[config.mk]
export PLATFORM = sky130hd
export DESIGN_NAME = ibs_queue
export DESIGN_NICKNAME = d
export VERILOG_FILES = /design/src/design/ibs_queue.sv
export SDC_FILE = /design/constraint.sdc
export NUM_CORES = 1
export LEC_CHECK = 0
export ABC_AREA = 1
export BUFFER_PORTS_ARGS = -buffer_cell sky130_fd_sc_hd__buf_2
export CELL_PAD_IN_SITES_DETAIL_PLACEMENT = 1
export CELL_PAD_IN_SITES_GLOBAL_PLACEMENT = 1
export CORE_AREA = 2 2 39 41
export CTS_CLUSTER_SIZE = 25
export DETAILED_ROUTE_END_ITERATION = 10
export DIE_AREA = 0 0 41 43
export GPL_ROUTABILITY_DRIVEN = 0
export PLACE_DENSITY = 0.6
export SLEW_MARGIN = 20
export SYNTH_ARGS = -nofsm -noshare
export SYNTH_HDL_FRONTEND = slang
export SYNTH_SLANG_ARGS = --single-unit
[constraint.sdc]
create_clock -name clk_i -period 1.2 [get_ports clk_i]
set_input_delay 0.06 -clock clk_i [delete_from_list [all_inputs] [get_ports clk_i]]
set_output_delay 0.06 -clock clk_i [all_outputs]
set_load 0.005 [all_outputs]
[src/design/ibs_queue.sv]
module ibs_queue #(
  parameter int W = 1
) (
  input  logic         clk_i,
  input  logic         rst_ni,
  input  logic         push_valid_i,
  output logic         push_ready_o,
  input  logic [W-1:0] push_data_i,
  output logic         pop_valid_o,
  input  logic         pop_ready_i,
  output logic [W-1:0] pop_data_o
);

  localparam int DEPTH = 2;

  logic [W-1:0] slot_q [DEPTH];
  logic wp_q, rp_q;
  logic [1:0] cnt_q;
  logic do_push, do_pop;

  assign push_ready_o = cnt_q != 2'(DEPTH);
  assign pop_valid_o  = cnt_q != '0;
  assign pop_data_o   = slot_q[rp_q];
  assign do_push      = push_valid_i && push_ready_o;
  assign do_pop       = pop_valid_o && pop_ready_i;

  always_ff @(posedge clk_i or negedge rst_ni) begin
    if (!rst_ni) begin
      wp_q  <= 1'b0;
      rp_q  <= 1'b0;
      cnt_q <= '0;
    end else begin
      if (do_push) wp_q <= ~wp_q;
      if (do_pop) rp_q <= ~rp_q;
      if (do_push && !do_pop) cnt_q <= cnt_q + 2'd1;
      else if (do_pop && !do_push) cnt_q <= cnt_q - 2'd1;
    end
  end

  always_ff @(posedge clk_i) begin
    if (do_push) slot_q[wp_q] <= push_data_i;
  end

endmodule

; ---- Word level (Yosys, flattened, before mapping)
; Memories as Yosys holds them, arrays and structs flattened.
; Cells that the tools add are included.
[word_totals]
ff_bits = 4
mem_bits_rw = 2
inputBits = 5
output_inout_bits = 3
elab_cells = 21
n_memories = 1
[memory_table]
columns = name, depth, width, rd, rd_clocked_by_memory_dff, write_ports, line_no
row1 = slot_q, 2, 1, 1, 0, 1, 16  ; logic [W-1:0] slot_q [DEPTH];
[op_classes]
addsub = 2
eq_ne = 1
mux = 4
bitwise = 2
reduce_logical = 8
[op_table]
columns = operator, count
row1 = logical AND 1 bit, 4
row2 = two-way mux 2 bit, 2
row3 = nonzero test 2 bit, 2
row4 = "adder 2 x 1 -> 2 bit, second input constant", 1
row5 = zero test 1 bit, 2
row6 = two-way mux 1 bit, 2
row7 = "inequality test 2 bit, second input constant", 1
row8 = NOT 1 bit, 2
row9 = "subtractor 2 x 1 -> 2 bit, second input constant", 1

; ---- Depth between registers and ports, before layout
[logic_depth]
word_depth = 6
depth_mapped = 10
depth_no_buf = 10

; ---- Worst setup path before layout
; OpenSTA, ideal clock, no wires.
[synth_path]
path_kind = register -> register
startpoint = register cnt_q[0]
endpoint = register cnt_q[1]
setup_time_ps = 117
arrival_time_ps = 1185
required_time_ps = 1083
setup_slack_ps = -102
path_stages_with_launch = 10
n_path_buf = 0
synth_period_minus_slack_ps = 1302
cell_sequence = dfrtp_1 > inv_2 > nand2_4 > nand2_4 > inv_1 > ha_1 > inv_1 > nand3_1 > nand2_1 > nand2_1
[synth_between]
elab_chain_cells = 5
elab_cells_between_ends = 13
classes_between = add/sub (2) / eq/ne (1) / mux (2) / reduce/logical (8)
[synth_lines]
columns = element, line_no
row1 = "start, declared", 18  ; logic [1:0] cnt_q;
row2 = "start signal, assigned", 35  ; if (do_push && !do_pop) cnt_q <= cnt_q + 2'd1;
row3 = "start signal, assigned", 36  ; else if (do_pop && !do_push) cnt_q <= cnt_q - 2'd1;
row4 = inequality test 2 bit *, 21  ; assign push_ready_o = cnt_q != 2'(DEPTH);
row5 = net push_ready_o, 7  ; output logic push_ready_o,
row6 = logical AND 1 bit *, 24  ; assign do_push = push_valid_i && push_ready_o;
row7 = net do_push, 19  ; logic do_push, do_pop;
row8 = zero test 1 bit, 36
row9 = logical AND 1 bit, 36
row10 = nonzero test 2 bit (no line), --
; Mark *: on every way through the listed nets, which the timed path passes. The rest lies on a longest branch. The select of a mux whose other input is x is not followed.
; A chain may end at the register's enable or synchronous reset.

; ---- Worst setup path after layout
[layout_path]
startpoint = register cnt_q[1]
endpoint = register cnt_q[1]
[layout_between]
elab_chain_cells = 5
elab_cells_between_ends = 13
classes_between = add/sub (2) / eq/ne (1) / mux (2) / reduce/logical (8)
[layout_lines]
columns = element
row1 = branches (longest 5 deep; another with subtractor 2 x 1 -> 2 bit)
; Several ways; the timed one is not identified. The select of a mux whose other input is x is not followed.

==> results_dict.tcl <==
set metrics [dict create \
    run_status "complete, no violations" \
    synth_most_common_cell "nand2_1" \
    power.leakage_uw 0.0002464 \
    syn_area_per_cell_sq_um 9.310 \
    coreArea_sq_mm 0.001384 \
    antenna_cells 0 \
    drv_slew 0 \
    ys_seq_elements 6 \
    synth-simple-area-share_pct 29.25 \
    ys_async_sr_fraction_pct 66.67 \
    synthDistinctLibCells 13 \
    critPathLaunchType "flip-flop" \
    synthesis.nets 40 \
    io_pins 8 \
    cts.sinks 6 \
    synth_xor_area_share_pct 7.905 \
    drt_wl_total_microns 665 \
    maxSlewHeadroom_pct 88.04 \
    num_rows 14 \
    dp_cells 60 \
    synth_top_family_by_area "simple AND/OR/NAND/NOR gates" \
    drive_above_1_share_pct 52.83 \
    skew_ns 0.006491 \
    finalSetupTns_ns 0 \
    wl_per_cell_microns 9.638 \
    clk_pin_slew_ns 0.05 \
    path_max_fanout 3 \
    max_stage_delay_ns 0.42 \
    path_cells "inv_2 > nand2_2 > nand2_2 > ha_4 > inv_2 > nand3_2 > nand2_1 > nand2_1" \
    cp.arrival_ns 1.32 \
    yosysWarnings 0 \
    max_freq_mhz 837.5 \
    powerDensity_mw_per_mm2 2500 \
    yosys.area_share.adder_pct 3.953 \
    cts_root_buf "clkbuf_4" \
    insertion_delay_ns 0.24 \
    p_seq_share_pct 30.7 \
    drc_errors 0 \
    nets 60 \
    ys.flop_type "dfrtp_1" \
    synth_common_cells "nand2_1 (9), inv_1 (5), dfrtp_1 (4)" \
    dr.first_iter.drc_count 0 \
    synth_edf_count 2 \
    grtUsageTotal_pct 11.04 \
    die_w_microns 41 \
    rsz0062_at_grt "true" \
    tightest_slew_ns 0.1793 \
    start_util_pct 22.88 \
    viasPerCell 3.913 \
    grt_first_pass_wirelength_mm 1.131 \
    min_period_over_period_pct 99.51 \
    min_path_type "in2reg" \
    pwr-share-clk_pct 16.3 \
    tritoncts "yes" \
    stdcell_count 69 \
    grt_overflow 0 \
    ys_top_cells_by_area "dfrtp_1 (32%), edfxtp_1 (19%), nand2_1 (11%)" \
    slowest_stage "dfrtp_1" \
    antenna_found_initial 0 \
    cp.required_ns 1.33 \
    hpwl_microns 496.9 \
    hold_violations 0 \
    critical_path_class "reg2reg" \
    comb_power_share_pct 53.0 \
    power.share.switching_pct 37.19 \
    intPower_uw 758.4 \
    area_growth_pct 52.57 \
    fin_ws_ns 0.005922 \
    cap_violations 0 \
    cts_buffers 3 \
    dr.pass1.iters 1 \
    design.die.area_sq_mm 0.001763 \
    grt_pass1_vias 286 \
    portBuffers 7 \
    yosys-mux-area-fraction_pct 0 \
    cts_max_path_buffers 2 \
    nFillCells 169 \
    synth_compound_area_share_pct 0 \
    synthCells 34 \
    irDropWorstVdd_mv 0.7018 \
    fp.dieH_microns 43 \
    grt_max_degree 5 \
    period_needed_ns 1.194 \
    setup_violations 0 \
    post-place-ws_ns -0.03223 \
    synth_top_area_share_pct 31.62 \
    cts_htree_levels 1 \
    vias 270 \
    drtAntennaViolNets 0 \
    synth_area_leader_cell "dfrtp_1" \
    yosysSeqAreaShare_pct 50.59 \
    p_sw_uw 449.0 \
    total_power_uw 1207 \
    synth_area_sq_um 316.6 \
    worstSetupEndpointType "flip-flop" \
]
==> registers in the layout (all words and copies together), names as in the netlist <==
register,count
cnt_q,2
rp_q,1
slot_q,2
wp_q,1
==> metal layers <==
layer	vias up	share of wire [%]	GRT usage (%)
met1	122	36	10.60
li1	140	-	-
met3	2	3.5	3.141
met5	-	0	0
met2	6	57	15.63
met4	0	3.3	14.00
==> power groups by stage <==
stage	clock network, uW	logic (uW)	registers, uW
2_1_floorplan	0	375	363
3_3_place_gp	0	553	366
3_5_place_dp	0	570	372
4_1_cts	206	628	369
5_1_grt	226	738	380
6_report	197	640	370
==> cell families after synthesis <==
family	after synthesis
simple gates	18
xor+xnor	2
flops	6
fa+ha+maj	1
buf+inv	7
==> worst max-delay path, delay by kind of cell (launching register included) <==
kind	cells	cell delay [ns]
fa+ha+maj	1	0.25
flops	1	0.42
buf+inv	2	0.12
simple gates	5	0.30
==> path summary, 6_finish.rpt <==
| path | from | endpoint | slack, ns | cells after the start |
|---|---|---|---|---|
| worst max-delay path | cnt_q[1] | cnt_q[1] | 0.006 | 8 |
| worst min-delay path | pop_ready_i | rp_q | 0.09 | 3 |
| worst max register to register | cnt_q[1] | cnt_q[1] | 0.006 | 8 |
| worst min register to register | rp_q | rp_q | 0.51 | 2 |
| max in group asynchronous | rst_ni | cnt_q[1] | 0.92 | 2 |
| min in group asynchronous | rst_ni | rp_q | 0.15 | 2 |
==> cell type report <==
cell class                 count  area, sq um  share of cell area, %
timing repair buffer          15        100.1                  20.73
sequential                     6        160.2                  33.16
multi-input combinational     21        150.1                  31.09
inverter                       7        26.28                  5.440
clock buffer                   4        26.28                  5.440
tap                           16        20.02                  4.145
==> cell usage in the layout (no fill, tap or decap), types with 2 or more instances in the layout <==
cell           netlist  layout
buf_2                0       7
dfrtp_1              4       4
inv_2                2       4
buf_4                0       6
nand2_4              2       2
nor2_1               2       2
edfxtp_1             2       2
inv_1                5       3
dlygate4sd3_1        0       2
clkbuf_4             0       3
nand2_2              2       3
nand2_1              9       8
==> repair_timing <==
action,4_1_cts,5_1_grt
buffers inserted,2,1
setup endpoints to repair,1,1
pin swaps,6,4
endpoints found under the hold margin,6,0
hold buffers,2,0
gates resized for setup,1,1
==> metrics by stage <==
stage / util (%) / hold slack [ns] / area [sq um]
2_1_floorplan: - / -0.2356 / 329.1
3_3_place_gp: 29.39 / -0.1286 / 406.6
3_5_place_dp: 29.39 / -0.1277 / 406.6
4_1_cts: 34.18 / 0.08598 / 473.0
5_1_grt: 34.90 / 0.09947 / 483.0
6_report: 34.90 / 0.08519 / 483.0
No activity file was read; power rests on OpenSTA's default activity.
